[src/sv/smf_pkg.sv]
// ----------------------------------------------------------------------------
// smf_pkg: sliding median filter shared definitions
// defaults, widths and the control group of the sorting chain
// ----------------------------------------------------------------------------
package smf_pkg;

	localparam int SAMPLE_BITS_DEF = 16;
	localparam int MAX_WINDOW_DEF  = 31;

	localparam int CFG_W        = 5;
	localparam int WINDOW_RESET = 5;
	localparam int AGE_W        = 6;
	localparam int EDGE_W       = 5;
	localparam int SEEN_MAX     = 63;

	typedef struct packed {
		logic clear;
		logic insert;
	} smf_chain_ctl_t;

endpackage

[src/sv/smf_if.sv]
// ----------------------------------------------------------------------------
// smf_if: sliding median filter stream channels
// sample channel into the filter and result channel out of it
// ----------------------------------------------------------------------------
interface smf_sample_if #(
	parameter int SAMPLE_BITS = smf_pkg::SAMPLE_BITS_DEF
);
	logic                          valid;
	logic                          ready;
	logic signed [SAMPLE_BITS-1:0] sample;
	logic                          last;

	modport source (output valid, output sample, output last, input ready);
	modport sink   (input valid, input sample, input last, output ready);
endinterface

interface smf_result_if #(
	parameter int SAMPLE_BITS = smf_pkg::SAMPLE_BITS_DEF
);
	logic                          valid;
	logic                          ready;
	logic signed [SAMPLE_BITS-1:0] filtered;
	logic                          end_of_array;

	modport source (output valid, output filtered, output end_of_array, input ready);
	modport sink   (input valid, input filtered, input end_of_array, output ready);
endinterface

[src/sv/sliding_median_filter_unit.sv]
// ----------------------------------------------------------------------------
// sliding_median_filter_unit: running median filter, odd window
// replaces interior samples of an array by the median of their centered window
// ----------------------------------------------------------------------------
// channel     | dir | payload                 | beat when
// sample_ch   | in  | sample, last            | valid && ready
// result_ch   | out | filtered, end_of_array  | valid && ready
// cfg_wr_*    | in  | window_size             | cfg_wr_en
//
// the next input beat is not taken until the results the last one released have been sent
// a passed-through result is read from the sample history; a median result is formed
// by inserting the W window samples one per cycle into the cell chain
// one sample is taken at a time; ready stays low while results are pending
// a stalled result holds in the output register; no clearing pass after reset
// ----------------------------------------------------------------------------
module sliding_median_filter_unit #(
	parameter int MAX_WINDOW  = smf_pkg::MAX_WINDOW_DEF,
	parameter int SAMPLE_BITS = smf_pkg::SAMPLE_BITS_DEF
) (
	input  logic                      clk,
	input  logic                      arst_n,
	input  logic                      cfg_wr_en,
	input  logic [smf_pkg::CFG_W-1:0] cfg_wr_data,
	smf_sample_if.sink                sample_ch,
	smf_result_if.source              result_ch
);
	import smf_pkg::*;

	localparam int IDX_W   = $clog2(MAX_WINDOW);
	localparam int WIN_CAP = (MAX_WINDOW % 2 == 0) ? MAX_WINDOW - 1 : MAX_WINDOW;
	localparam int H_MAX   = ((WIN_CAP < 31) ? WIN_CAP : 31) / 2;

	typedef enum logic [2:0] {
		ST_IDLE,
		ST_NEXT,
		ST_FEED,
		ST_SETTLE,
		ST_OUT
	} state_t;

	state_t                        state_q;
	logic [CFG_W-1:0]              cfg_q;
	logic [AGE_W-1:0]              h_q;
	logic [AGE_W-1:0]              t_q;
	logic [AGE_W-1:0]              pend_q;
	logic [AGE_W-1:0]              feed_q;
	logic [AGE_W-1:0]              seen_q;
	logic [EDGE_W-1:0]             edge_q;
	logic                          last_q;
	logic                          done_q;
	logic                          out_valid_q;
	logic signed [SAMPLE_BITS-1:0] out_data_q;
	logic                          out_end_q;
	logic signed [SAMPLE_BITS-1:0] hist_q[MAX_WINDOW];

	logic [AGE_W-1:0]              w_eff;
	logic [AGE_W-1:0]              h_new;
	logic [AGE_W-1:0]              off;
	logic [AGE_W-1:0]              rd_age;
	logic signed [SAMPLE_BITS-1:0] hist_rd;
	logic signed [SAMPLE_BITS-1:0] median;
	logic                          emit_now;
	logic                          filt;
	logic                          take;
	smf_chain_ctl_t                chain_ctl;

	// effective window length
	always_comb begin
		w_eff = {{(AGE_W-CFG_W){1'b0}}, cfg_q};
		if (w_eff == '0) begin
			w_eff = AGE_W'(1);
		end
		if (!w_eff[0]) begin
			w_eff = w_eff - AGE_W'(1);
		end
		if (w_eff > AGE_W'(WIN_CAP)) begin
			w_eff = AGE_W'(WIN_CAP);
		end
		h_new = w_eff >> 1;
	end

	assign take     = sample_ch.valid && sample_ch.ready;
	assign off      = pend_q - AGE_W'(1);
	assign emit_now = ((pend_q > h_q) && !done_q) || (last_q && (pend_q != '0));
	assign filt     = (off >= h_q) && (t_q >= off) && ((t_q - off) >= h_q);
	assign rd_age   = (state_q == ST_FEED) ? (off - h_q + feed_q) : off;
	assign hist_rd  = (rd_age < AGE_W'(MAX_WINDOW)) ? hist_q[rd_age[IDX_W-1:0]] : '0;

	assign chain_ctl.clear  = (state_q == ST_NEXT);
	assign chain_ctl.insert = (state_q == ST_FEED);

	smf_sort_chain #(
		.DEPTH      (MAX_WINDOW),
		.SAMPLE_BITS(SAMPLE_BITS)
	) u_chain (
		.clk      (clk),
		.arst_n   (arst_n),
		.ctl      (chain_ctl),
		.ins_value(hist_rd),
		.sel      (h_q[IDX_W-1:0]),
		.sel_value(median)
	);

	assign sample_ch.ready        = (state_q == ST_IDLE);
	assign result_ch.valid        = out_valid_q;
	assign result_ch.filtered     = out_data_q;
	assign result_ch.end_of_array = out_end_q;

	// sample history, newest first
	always_ff @(posedge clk or negedge arst_n) begin
		if (!arst_n) begin
			for (int i = 0; i < MAX_WINDOW; i++) begin
				hist_q[i] <= '0;
			end
		end else if (take) begin
			hist_q[0] <= sample_ch.sample;
			for (int i = 1; i < MAX_WINDOW; i++) begin
				hist_q[i] <= hist_q[i-1];
			end
		end
	end

	always_ff @(posedge clk or negedge arst_n) begin
		if (!arst_n) begin
			cfg_q <= CFG_W'(WINDOW_RESET);
		end else if (cfg_wr_en) begin
			cfg_q <= cfg_wr_data;
		end
	end

	always_ff @(posedge clk or negedge arst_n) begin
		if (!arst_n) begin
			state_q     <= ST_IDLE;
			h_q         <= '0;
			t_q         <= '0;
			pend_q      <= '0;
			feed_q      <= '0;
			seen_q      <= '0;
			edge_q      <= '0;
			last_q      <= 1'b0;
			done_q      <= 1'b0;
			out_valid_q <= 1'b0;
			out_data_q  <= '0;
			out_end_q   <= 1'b0;
		end else begin
			unique case (state_q)
				ST_IDLE: begin
					if (take) begin
						h_q     <= h_new;
						t_q     <= seen_q;
						pend_q  <= {1'b0, edge_q} + AGE_W'(1);
						last_q  <= sample_ch.last;
						done_q  <= 1'b0;
						state_q <= ST_NEXT;
					end
				end
				ST_NEXT: begin
					if (emit_now) begin
						if (filt) begin
							feed_q  <= '0;
							state_q <= ST_FEED;
						end else begin
							out_data_q  <= hist_rd;
							out_end_q   <= last_q && (pend_q == AGE_W'(1));
							out_valid_q <= 1'b1;
							state_q     <= ST_OUT;
						end
					end else begin
						if (last_q) begin
							edge_q <= '0;
							seen_q <= '0;
						end else begin
							edge_q <= pend_q[EDGE_W-1:0];
							seen_q <= (t_q == AGE_W'(SEEN_MAX)) ? t_q : t_q + AGE_W'(1);
						end
						state_q <= ST_IDLE;
					end
				end
				ST_FEED: begin
					feed_q <= feed_q + AGE_W'(1);
					if (feed_q == (h_q << 1)) begin
						state_q <= ST_SETTLE;
					end
				end
				ST_SETTLE: begin
					out_data_q  <= median;
					out_end_q   <= last_q && (pend_q == AGE_W'(1));
					out_valid_q <= 1'b1;
					state_q     <= ST_OUT;
				end
				ST_OUT: begin
					if (result_ch.ready) begin
						out_valid_q <= 1'b0;
						pend_q      <= off;
						done_q      <= 1'b1;
						state_q     <= ST_NEXT;
					end
				end
				default: begin
					state_q <= ST_IDLE;
				end
			endcase
		end
	end

	// no sample is taken while a result is still pending
	a_no_take_with_result: assert property (@(posedge clk) disable iff (!arst_n)
		!(sample_ch.ready && result_ch.valid))
		else $error("sample taken while a result is pending");

	// pending positions never exceed the largest half window
	a_edge_bound: assert property (@(posedge clk) disable iff (!arst_n)
		edge_q <= EDGE_W'(H_MAX))
		else $error("pending position count out of range");

	// window feed stays inside the sample history
	a_feed_in_range: assert property (@(posedge clk) disable iff (!arst_n)
		(state_q == ST_FEED) |-> (rd_age < AGE_W'(MAX_WINDOW)))
		else $error("window feed beyond history");

	// a result beat is followed by the next decision step
	a_beat_then_next: assert property (@(posedge clk) disable iff (!arst_n)
		(result_ch.valid && result_ch.ready) |=> (state_q == ST_NEXT && !result_ch.valid))
		else $error("result beat not followed by decision step");

endmodule

[src/sv/smf_cell.sv]
// ----------------------------------------------------------------------------
// smf_cell: one cell of the insertion sorting chain
// holds one sorted entry; takes the new value or its left neighbor's entry
// ----------------------------------------------------------------------------
module smf_cell #(
	parameter int SAMPLE_BITS = smf_pkg::SAMPLE_BITS_DEF
) (
	input  logic                          clk,
	input  logic                          arst_n,
	input  smf_pkg::smf_chain_ctl_t       ctl,
	input  logic signed [SAMPLE_BITS-1:0] ins_value,
	input  logic                          left_ins_first,
	input  logic signed [SAMPLE_BITS-1:0] left_value,
	input  logic                          left_valid,
	output logic signed [SAMPLE_BITS-1:0] value,
	output logic                          valid,
	output logic                          ins_first
);
	import smf_pkg::*;

	logic signed [SAMPLE_BITS-1:0] value_q;
	logic                          valid_q;

	assign ins_first = !valid_q || (ins_value < value_q);
	assign value     = value_q;
	assign valid     = valid_q;

	always_ff @(posedge clk or negedge arst_n) begin
		if (!arst_n) begin
			valid_q <= 1'b0;
		end else if (ctl.clear) begin
			valid_q <= 1'b0;
		end else if (ctl.insert) begin
			if (left_ins_first) begin
				valid_q <= left_valid;
			end else if (ins_first) begin
				valid_q <= 1'b1;
			end
		end
	end

	always_ff @(posedge clk) begin
		if (ctl.insert && !ctl.clear) begin
			if (left_ins_first) begin
				value_q <= left_value;
			end else if (ins_first) begin
				value_q <= ins_value;
			end
		end
	end

endmodule

[src/sv/smf_sort_chain.sv]
// ----------------------------------------------------------------------------
// smf_sort_chain: row of sorting cells
// keeps the inserted values in ascending order, one insert per cycle
// ----------------------------------------------------------------------------
module smf_sort_chain #(
	parameter int DEPTH       = smf_pkg::MAX_WINDOW_DEF,
	parameter int SAMPLE_BITS = smf_pkg::SAMPLE_BITS_DEF,
	localparam int IDX_W      = $clog2(DEPTH)
) (
	input  logic                          clk,
	input  logic                          arst_n,
	input  smf_pkg::smf_chain_ctl_t       ctl,
	input  logic signed [SAMPLE_BITS-1:0] ins_value,
	input  logic [IDX_W-1:0]              sel,
	output logic signed [SAMPLE_BITS-1:0] sel_value
);
	import smf_pkg::*;

	logic signed [SAMPLE_BITS-1:0] vals   [DEPTH];
	logic                          valids [DEPTH];
	logic                          befores[DEPTH];

	for (genvar i = 0; i < DEPTH; i++) begin : g_cell
		logic                          l_before;
		logic signed [SAMPLE_BITS-1:0] l_value;
		logic                          l_valid;

		if (i == 0) begin : g_head
			assign l_before = 1'b0;
			assign l_value  = '0;
			assign l_valid  = 1'b0;
		end else begin : g_body
			assign l_before = befores[i-1];
			assign l_value  = vals[i-1];
			assign l_valid  = valids[i-1];
		end

		smf_cell #(
			.SAMPLE_BITS(SAMPLE_BITS)
		) u_cell (
			.clk           (clk),
			.arst_n        (arst_n),
			.ctl           (ctl),
			.ins_value     (ins_value),
			.left_ins_first(l_before),
			.left_value    (l_value),
			.left_valid    (l_valid),
			.value         (vals[i]),
			.valid         (valids[i]),
			.ins_first     (befores[i])
		);
	end

	assign sel_value = vals[sel];

endmodule

[src/flat_wrapper.sv]
// flat-port wrapper written by rule: the top's interface ports become plain ports
module sliding_median_filter_unit_flat import smf_pkg::*;
#(
	parameter int MAX_WINDOW  = smf_pkg::MAX_WINDOW_DEF,
	parameter int SAMPLE_BITS = smf_pkg::SAMPLE_BITS_DEF
)
  (clk, arst_n, cfg_wr_en, cfg_wr_data, sample_ch_valid, sample_ch_sample, sample_ch_last, sample_ch_ready, result_ch_valid, result_ch_filtered, result_ch_end_of_array, result_ch_ready);
  smf_sample_if #(.SAMPLE_BITS(SAMPLE_BITS)) sample_ch_i ();
  smf_result_if #(.SAMPLE_BITS(SAMPLE_BITS)) result_ch_i ();
  input  logic clk;
  input  logic arst_n;
  input  logic cfg_wr_en;
  input  logic [smf_pkg::CFG_W-1:0] cfg_wr_data;
  input wire logic [$bits(sample_ch_i.valid)-1:0] sample_ch_valid;
  input wire logic [$bits(sample_ch_i.sample)-1:0] sample_ch_sample;
  input wire logic [$bits(sample_ch_i.last)-1:0] sample_ch_last;
  output wire logic [$bits(sample_ch_i.ready)-1:0] sample_ch_ready;
  output wire logic [$bits(result_ch_i.valid)-1:0] result_ch_valid;
  output wire logic [$bits(result_ch_i.filtered)-1:0] result_ch_filtered;
  output wire logic [$bits(result_ch_i.end_of_array)-1:0] result_ch_end_of_array;
  input wire logic [$bits(result_ch_i.ready)-1:0] result_ch_ready;
  assign sample_ch_i.valid = sample_ch_valid;
  assign sample_ch_i.sample = sample_ch_sample;
  assign sample_ch_i.last = sample_ch_last;
  assign sample_ch_ready = sample_ch_i.ready;
  assign result_ch_valid = result_ch_i.valid;
  assign result_ch_filtered = result_ch_i.filtered;
  assign result_ch_end_of_array = result_ch_i.end_of_array;
  assign result_ch_i.ready = result_ch_ready;
  sliding_median_filter_unit #(.MAX_WINDOW(MAX_WINDOW), .SAMPLE_BITS(SAMPLE_BITS)) u_core (.clk(clk), .arst_n(arst_n), .cfg_wr_en(cfg_wr_en), .cfg_wr_data(cfg_wr_data), .sample_ch(sample_ch_i), .result_ch(result_ch_i));
endmodule
[config.mk]
export PLATFORM = sky130hd
export DESIGN_NAME = sliding_median_filter_unit_flat
export DESIGN_NICKNAME = d
export VERILOG_FILES = /design/src/sv/smf_pkg.sv /design/src/sv/smf_if.sv /design/src/sv/sliding_median_filter_unit.sv /design/src/sv/smf_cell.sv /design/src/sv/smf_sort_chain.sv /design/src/flat_wrapper.sv
export SDC_FILE = /design/constraint.sdc
export NUM_CORES = 2
export LEC_CHECK = 0
export BUFFER_PORTS_ARGS = -buffer_cell sky130_fd_sc_hd__buf_2
export CAP_MARGIN = 15
export CORE_ASPECT_RATIO = 1.75
export CORE_MARGIN = 1
export CORE_UTILIZATION = 63
export CTS_CLUSTER_SIZE = 24
export DETAILED_ROUTE_END_ITERATION = 10
export PLACE_DENSITY = 0.85
export RECOVER_POWER = 100
export SETUP_SLACK_MARGIN = 0.4
export SKIP_CTS_REPAIR_TIMING = 1
export SLEW_MARGIN = 20
export SYNTH_ARGS = -nofsm -noshare
export SYNTH_HDL_FRONTEND = slang
export SYNTH_SLANG_ARGS = --single-unit
[constraint.sdc]
create_clock -name clk -period 9.9 [get_ports clk]
set_input_delay 1.485 -clock clk [delete_from_list [all_inputs] [get_ports clk]]
set_output_delay 1.485 -clock clk [all_outputs]
set_load 0.005 [all_outputs]
## After elaboration in Yosys (flattened, before gate mapping)

Cells that the tools add are included.

| operators by class | value |
|---|---|
| add/sub/neg operators | 8 |
| $mul | 0 |
| div/mod/pow operators | 0 |
| $lt $le $gt $ge | 39 |
| equality and inequality tests | 13 |
| shift operators | 0 |
| mux-type cells | 222 |
| bitwise operators | 3 |
| reductions and logical operators | 209 |

Operators with widths:

| cell | count |
|---|---|
| $mux 16 | 67 |
| $lt 16x16->1 | 31 |
| $bmux 16 s5 | 2 |
| $mux 1 | 130 |
| $reduce_and 2->1 | 64 |
| $reduce_bool 3->1 | 31 |
| $reduce_bool 2->1 | 34 |
| $mux 6 | 9 |
| $logic_not 1->1 | 33 |
| $logic_or 1x1->1 | 32 |
| $pmux 16 s2 | 1 |
| $pmux 6 s2 | 2 |
| $mux 3 | 5 |
| $pmux 3 s5 | 1 |
| $add 6x1->6 const B | 2 |
| $ge 6x5->1 | 2 |
| $ge 6x6->1 const B | 2 |
| $not 5->6 | 2 |
| $reduce_and 3->1 | 4 |
| $mux 5 | 2 |
| $logic_and 1x1->1 | 7 |
| $add 5x1->6 const B | 1 |
| $add 6x6->6 | 1 |
| $eq 3x2->1 const B | 2 |
| 22 further kinds | 27 |

| word-level totals | value |
|---|---|
| bits in registers | 1085 |
| latch bits | 0 |
| memory bits (writable) | 0 |
| memory bits (read-only) | 0 |
| input port bits | 27 |
| output and inout port bits | 19 |
| logic and storage cells | 600 |
| memories | 0 |

## Logic depth before layout (Yosys ltp)

| logic depth | value |
|---|---|
| depth after elaboration | 15 |
| depth in mapped cells | 32 |
| mapped depth without buffers | 25 |

## Hierarchy

A second synthesis with hierarchy kept.

| unflattened totals | value |
|---|---|
| cell total of the unflattened synthesis | 6740 |
| area, all modules | 67232.0 um^2 |

By module, submodules not included:

| module | instances | cells each | area each (um^2) | sequential area each (um^2) |
|---|---|---|---|---|
| sliding_median_filter_unit | 1 | 3197 | 26754.4 | 13965.9 |
| smf_cell (u_core.u_chain.g_cell[22].u_cell ...) | 17 | 98 | 1148.6 | 505.5 |
| smf_cell (u_core.u_chain.g_cell[0].u_cell ...) | 14 | 100 | 1193.6 | 505.5 |
| smf_sort_chain | 1 | 477 | 4240.3 | 0.0 |

## Worst setup path after synthesis

Ideal clock, no wire load.

| path | value |
|---|---|
| path kind | reg-to-reg |
| from | register u_core.h_q[2] |
| to | register u_core.u_chain.g_cell[14].u_cell.value_q[0] (enable) |
| setup time | 0.394 ns |
| arrival | 8.520 ns |
| data required time | 9.506 ns |
| path slack | 0.986 ns |
| cell stages (with the launch flop) | 30 |
| path buffers | 10 |
| period minus slack after synthesis | 8.914 ns |
| cells stage by stage | dfrtp_1 > clkbuf_1 > inv_2 > clkbuf_1 > fa_1 > ha_1 > xnor2_1 > mux2_4 > buf_4 > clkbuf_1 > clkbuf_1 > clkbuf_1 > clkbuf_1 > a31oi_1 > a21oi_1 > a22o_1 > clkbuf_1 > ha_1 > a21o_1 > a21o_1 > a221o_1 > nand2_1 > nand2_1 > o31ai_1 > a31o_2 > xor2_1 > and2_1 > clkbuf_1 > clkbuf_1 > a21oi_1 |

| on the way | value |
|---|---|
| cells in the longest elaborated chain, start to end | 12 |
| elaborated cells on any way between the ends | 15 |
| those cells by class | add/sub: 2; order compare: 3; mux: 5; bitwise: 1; reduce/logical: 4 |

Ends and longest elaborated chain:

| item | RTL line | source |
|---|---|---|
| from (decl) | sliding_median_filter_unit.sv:43 | `logic [AGE_W-1:0] h_q;` |
| from (signal assigned) | sliding_median_filter_unit.sv:149 | `h_q <= h_new;` |
| $sub 6x5->6 (*) | sliding_median_filter_unit.sv:86 | `assign rd_age = (state_q == ST_FEED) ? (off - h_q + feed_q) : off;` |
| $add 6x6->6 (*) | sliding_median_filter_unit.sv:86 |  |
| $mux 6 (*) | sliding_median_filter_unit.sv:86 |  |
| $not 5->6 (implied by the code) | sliding_median_filter_unit.sv:87 | `assign hist_rd = (rd_age < AGE_W'(MAX_WINDOW)) ? hist_q[rd_age[IDX_W-1:0]] : '0;` |
| $bmux 16 s5 | sliding_median_filter_unit.sv:87 |  |
| $mux 16 (implied by the code) (2 in a row) | sliding_median_filter_unit.sv:87 |  |
| $mux 16 (*) | sliding_median_filter_unit.sv:87 |  |
| named net u_core.hist_rd[5] | sliding_median_filter_unit.sv:60 | `logic signed [SAMPLE_BITS-1:0] hist_rd;` |
| $lt 16x16->1 | smf_cell.sv:24 | `assign ins_first = !valid_q \|\| (ins_value < value_q);` |
| $logic_or 1x1->1 | smf_cell.sv:24 |  |
| $reduce_bool 2->1 (no line) (*) | - |  |
| $reduce_and 2->1 (no line) (*) | - |  |
| to (signal assigned) | smf_cell.sv:45 | `value_q <= left_value;` |
| to (signal assigned) | smf_cell.sv:47 | `value_q <= ins_value;` |
| to (decl) | smf_cell.sv:21 | `logic signed [SAMPLE_BITS-1:0] value_q;` |

The timed path passes the listed nets; every way through them passes the cells marked *. The select of a mux whose other input is x is not followed.
A chain may end at the register's enable or synchronous reset.

## Worst setup path in the final report

| path | value |
|---|---|
| from | register u_core.pend_q[0] |
| to | register u_core.u_chain.g_cell[1].u_cell.value_q[10] (enable) |

| on the way | value |
|---|---|
| cells in the longest elaborated chain, start to end | 13 |
| elaborated cells on any way between the ends | 16 |
| those cells by class | add/sub: 3; order compare: 3; mux: 5; bitwise: 1; reduce/logical: 4 |

Ends and longest elaborated chain:

| item | RTL line | source |
|---|---|---|
| from (decl) | sliding_median_filter_unit.sv:45 | `logic [AGE_W-1:0] pend_q;` |
| from (signal assigned) | sliding_median_filter_unit.sv:151 | `pend_q <= {1'b0, edge_q} + AGE_W'(1);` |
| $sub 6x1->6 (*) | sliding_median_filter_unit.sv:83 | `assign off = pend_q - AGE_W'(1);` |
| $sub 6x5->6 | sliding_median_filter_unit.sv:86 |  |
| $add 6x6->6 | sliding_median_filter_unit.sv:86 |  |
| $mux 6 (*) | sliding_median_filter_unit.sv:86 |  |
| $not 5->6 (implied by the code) | sliding_median_filter_unit.sv:87 |  |
| $bmux 16 s5 | sliding_median_filter_unit.sv:87 |  |
| $mux 16 (implied by the code) (2 in a row) | sliding_median_filter_unit.sv:87 |  |
| $mux 16 (*) | sliding_median_filter_unit.sv:87 |  |
| $lt 16x16->1 | smf_cell.sv:24 |  |
| $logic_or 1x1->1 | smf_cell.sv:24 |  |
| $reduce_bool 2->1 (no line) (*) | - |  |
| $reduce_and 2->1 (no line) (*) | - |  |
| to (signal assigned) | smf_cell.sv:45 |  |
| to (signal assigned) | smf_cell.sv:47 |  |
| to (decl) | smf_cell.sv:21 |  |

Mark *: on every way between the ends. The rest lies on a longest branch, timed or not. The select of a mux whose other input is x is not followed.

==> results.txt <==
- The most common cell in the synthesized netlist is nand2_1.
* Clock Skews: 0.0557 ns
- The tightest min-delay check is of the register to register type.
- TritonCTS built the clock tree.
* Sinks on Clock Net: 1085
* Fraction of layout cells with a size suffix above 1: 0.138
- Worst setup EP type: register
* Setup repair after global routing missed its margin: no
- Reg-to-Reg End: u_core.u_chain.g_cell[1].u_cell.value[10]$_DFFE_PP_
- Core area: 103000 sq um
- Worst path required time: a little over 10 ns
- In this run the count of I/O pins placed on the die edge is 46.
- Buf+Inv Stages, Crit Path: 8
- Measured along the y axis, the die boundary spans 430 microns.
- WHS Endpoint: u_core.hist_q[164]$_DFFE_PN0P_
- At the pin with the least slew margin, the transition time is between 6 and 7 ns.
- Top post-synthesis cells by count: 2121 x nand2_1, 587 x dfrtp_1, 540 x inv_1, 499 x ha_1, 496 x edfxtp_1
* Critical Path Slowest Stage Cell: clkbuf_1
- For this run, the number of Yosys warnings is 0.
- The cell sitting at the root of the clock tree is a clkbuf_16.
- Synthesis produced ~6800 cells.
- Counting buffers and inverters, the worst setup path is 21 cells deep.
- At the worst endpoint, the arrival time is 10.09 ns.
- For this run, the slowest stage of the critical path takes 0.81 ns.
* Maximum number of pins on one net before global-route repair: 237
- Total Routed Length: 215 mm
* Count of different cell masters after synthesis: 95
- The via count of the first global-routing pass is ~55000.
- Final cell count without fillers: ~8200
- For this block, the via count after detailed routing is around 55000.
- Reg-to-reg startpoint: u_core.pend_q[0]$_DFFE_PN0P_
- Post-synth design cell area: ~66000 sq um
* Flip-flop and latch count after synthesis: between 1000 and 1500
- The run finished, with violations left.
- In this run the worst path has a maximum fanout of 58.
* Avg Inst Size Synth: about 9.7 sq um
- The first global-routing pass estimated roughly 330 mm of wire.
- Using the TritonRoute via totals, the vias-per-cell ratio works out to between 6 and 7.
- At the end of routability-driven placement, the weighted congestion stood at 1.10.
- Horizontal die dimension: 246 microns
- Clock-pin slew was measured on the worst setup and hold paths at 0.07 ns.
- Measured against its own limit, the worst slew margin works out to -3.47.
- Number of iterations in the first detailed-routing pass: 7
- Met1 usage in global routing: 0.422
- Count of H-tree levels built during CTS: 3
* 1st-iter DRT viols: about 6200
- Derived from the worst setup path, the maximum achievable clock frequency is approximately 100 MHz.
- The worst hold path was traced through 2 stages.
* Initial Util: 0.636
- In the finished design, the share of the clock period the worst path needs comes to 0.972.
- Total gr overflow: 0
- In the global route stage, met2 resource usage came out at 0.642.
- The final reports fail on capacitance limit, slew limit.
* Final-stage net count: approximately 7300
- Layer with the highest usage after global routing: met2
- Critical setup path kind: register to register
- Among all flip-flop cells after synthesis, the most frequent one is dfrtp_1.
* Largest cells by area after synthesis: edfxtp_1 23%, dfrtp_1 22%, nand2_1 12%
- Total area of sequential cells: around 30000 sq um
- Standard-cell row count: roughly 160
- Antenna violations before repair: 26
- Clock latency on the worst-skew pair, taken at its later pin, is 0.78 ns.
- Placed wire-length estimate after detailed placement: between 100 and 150 mm
- Die Area: ~110000 sq um
- Synthesized net count: 7333
* Cell depth of the worst flop-to-flop path: 21
* Setup TNS Final: 0 ns
- For this run, design rule violations remaining after detail routing come to 0.
* Hold_ws: roughly 0.47 ns
- The kind of cell with the highest combined delay along the critical path is buffers and inverters.
- Clock tree synthesis inserted a total of roughly 100 buffers.
- Final worst path period need: a little under 10 ns
* Routing usage on met3: 0.136
* Total of max-cap violations: 16
- Walking the worst path, the cells encountered are inv_1, ha_1, inv_1, fa_1, inv_1, fa_1, xnor2_1, mux2_4, buf_4, buf_4, a21oi_1, a221o_1, a21oi_1, nor2_1, a21boi_4, clkbuf_2, nand3_1, a31oi_2, clkbuf_1, a21oi_1, buf_4.
- After detailed routing, the average wire length per cell comes to 26.2 microns.
- Fill cells in the final layout number around 7500.
- The largest total area in the synthesized netlist belongs to edfxtp_1.
- Multi-input logic area: about 33000 sq um
- Ys async rst share: 0.543
- Across all register-to-register paths, the minimum setup slack is roughly 0.28 ns.
- In this run, synthesis inferred between 400 and 500 flip-flops with an integrated enable.
* Final number of setup-violating endpoints: 0
* Maximum clock path buffer count: 3
- Across every metal layer, demand over resource in global routing totals 0.414.
- Area grow syn2layout: 8.19%
* Slew Limit Fails: roughly 1100
- The count of nets left with antenna violations once routing finished came out at 0.
- Final Hold Viols: 0
* Area share of the largest cell type after synthesis: 0.226
- Including well taps, the total number of placed cells is 8007.
* IO Port Bufs: 45
- The worst setup path is launched from a register.
- The worst hold path begins at u_core.hist_q[180]$_DFFE_PN0P_.
- Portion of the post-synthesis area used by sequential elements: 0.450
-- cells by family (layout without fill, tap and decap cells) --
kind of cell	after synthesis	count (layout)	share of synthesized area
simple gates	2741	2741	0.174
flops	1085	1085	0.450
buf+inv	916	964	0.0537
compound gates	912	912	0.0921
mux	611	611	0.129
fa+ha+maj	505	505	0.0967
xor+xnor	31	31	0.00413
other cells	0	18	0
-- per-layer routing --
metal / part of all wire / routed length (microns)
met1: 0.30 / 63900
met5: 0.00075 / 162
met3: 0.11 / 23400
met4: 0.13 / 29000
met2: 0.46 / 98600
-- state kept, by name (all words and copies together) (netlist names), 3 cells and up --
| register | cells |
|---|---|
| u_core.feed_q | 6 |
| u_core.hist_q | 496 |
| u_core.h_q | 5 |
| u_core.edge_q | 5 |
| u_core.u_chain.g_cell.u_cell.valid | 31 |
| u_core.u_chain.g_cell.u_cell.value | 496 |
| u_core.t_q | 6 |
| u_core.seen_q | 6 |
| u_core.cfg_q | 5 |
| u_core.result_ch.filtered | 16 |
| u_core.pend_q | 6 |
| u_core.state_q | 3 |
-- placed cells by master (no fill, tap or decap), types with 16 or more instances in the layout --
cell,synthesis,layout
nand2_1,2121,2121
dfrtp_1,587,586
inv_1,540,540
ha_1,499,499
edfxtp_1,496,496
mux2_2,403,389
a21oi_1,241,241
o21ai_0,223,221
nand3_1,206,206
mux4_2,147,147
a21o_1,125,124
buf_4,10,119
clkbuf_16,0,101
nor2_1,90,95
nand4_1,70,70
clkbuf_1,290,68
nor2b_1,61,61
and3_1,66,58
a311oi_1,54,54
a31oi_1,49,49
mux2_1,25,39
nand2b_1,35,35
mux2i_1,32,33
buf_2,23,30
a211oi_1,29,29
nor3_1,25,25
buf_12,0,22
xor2_1,20,20
clkbuf_8,0,20
and4_1,20,19
diode_2,0,18
a22oi_1,18,18
clkinv_2,0,17
a211o_1,16,16
o31ai_1,16,16
o2111ai_1,16,16
-- worst min-delay path, delay by kind of cell (launching register included) --
family / cells / cell delay (ns)
DFF: 1 / 0.36
and+or+nand+nor: 2 / 0.11
-- through the flow --
stage | util | instance area, sq um | setup slack [ns]
2_1_floorplan | - | 65800 | 0.986
3_3_place_gp | 0.658 | 68100 | 0.689
3_5_place_dp | 0.658 | 68100 | 0.524
4_1_cts | 0.691 | 71500 | 0.416
5_1_grt | 0.688 | 71200 | 0.218
6_report | 0.688 | 71200 | 0.280
-- area by class of cell --
cell class	instances	area share
inverter	543	0.0286
antenna	18	0.000633
tap	1343	0.0236
sequential	1085	0.416
timing repair buffer	237	0.0247
multi-input combinational	4800	0.458
clock buffer	137	0.0403
clock inverter	47	0.00779
-- worst max-delay path by stage --
stage	from	endpoint
floorplan	u_core.h_q[2]$_DFFE_PN0P_	u_core.u_chain.g_cell[14].u_cell.value[0]$_DFFE_PP_
global placement	u_core.pend_q[0]$_DFFE_PN0P_	u_core.u_chain.g_cell[23].u_cell.value[10]$_DFFE_PP_
detailed placement	u_core.pend_q[0]$_DFFE_PN0P_	u_core.u_chain.g_cell[23].u_cell.value[11]$_DFFE_PP_
CTS	u_core.pend_q[0]$_DFFE_PN0P_	u_core.u_chain.g_cell[23].u_cell.value[10]$_DFFE_PP_
global route	u_core.pend_q[0]$_DFFE_PN0P_	u_core.u_chain.g_cell[3].u_cell.value[2]$_DFFE_PP_
finish	u_core.pend_q[0]$_DFFE_PN0P_	u_core.u_chain.g_cell[1].u_cell.value[10]$_DFFE_PP_
Power is left out: the tool's default activity adds up to more than one toggle a clock period on the data nets, which glitch-free logic cannot reach.
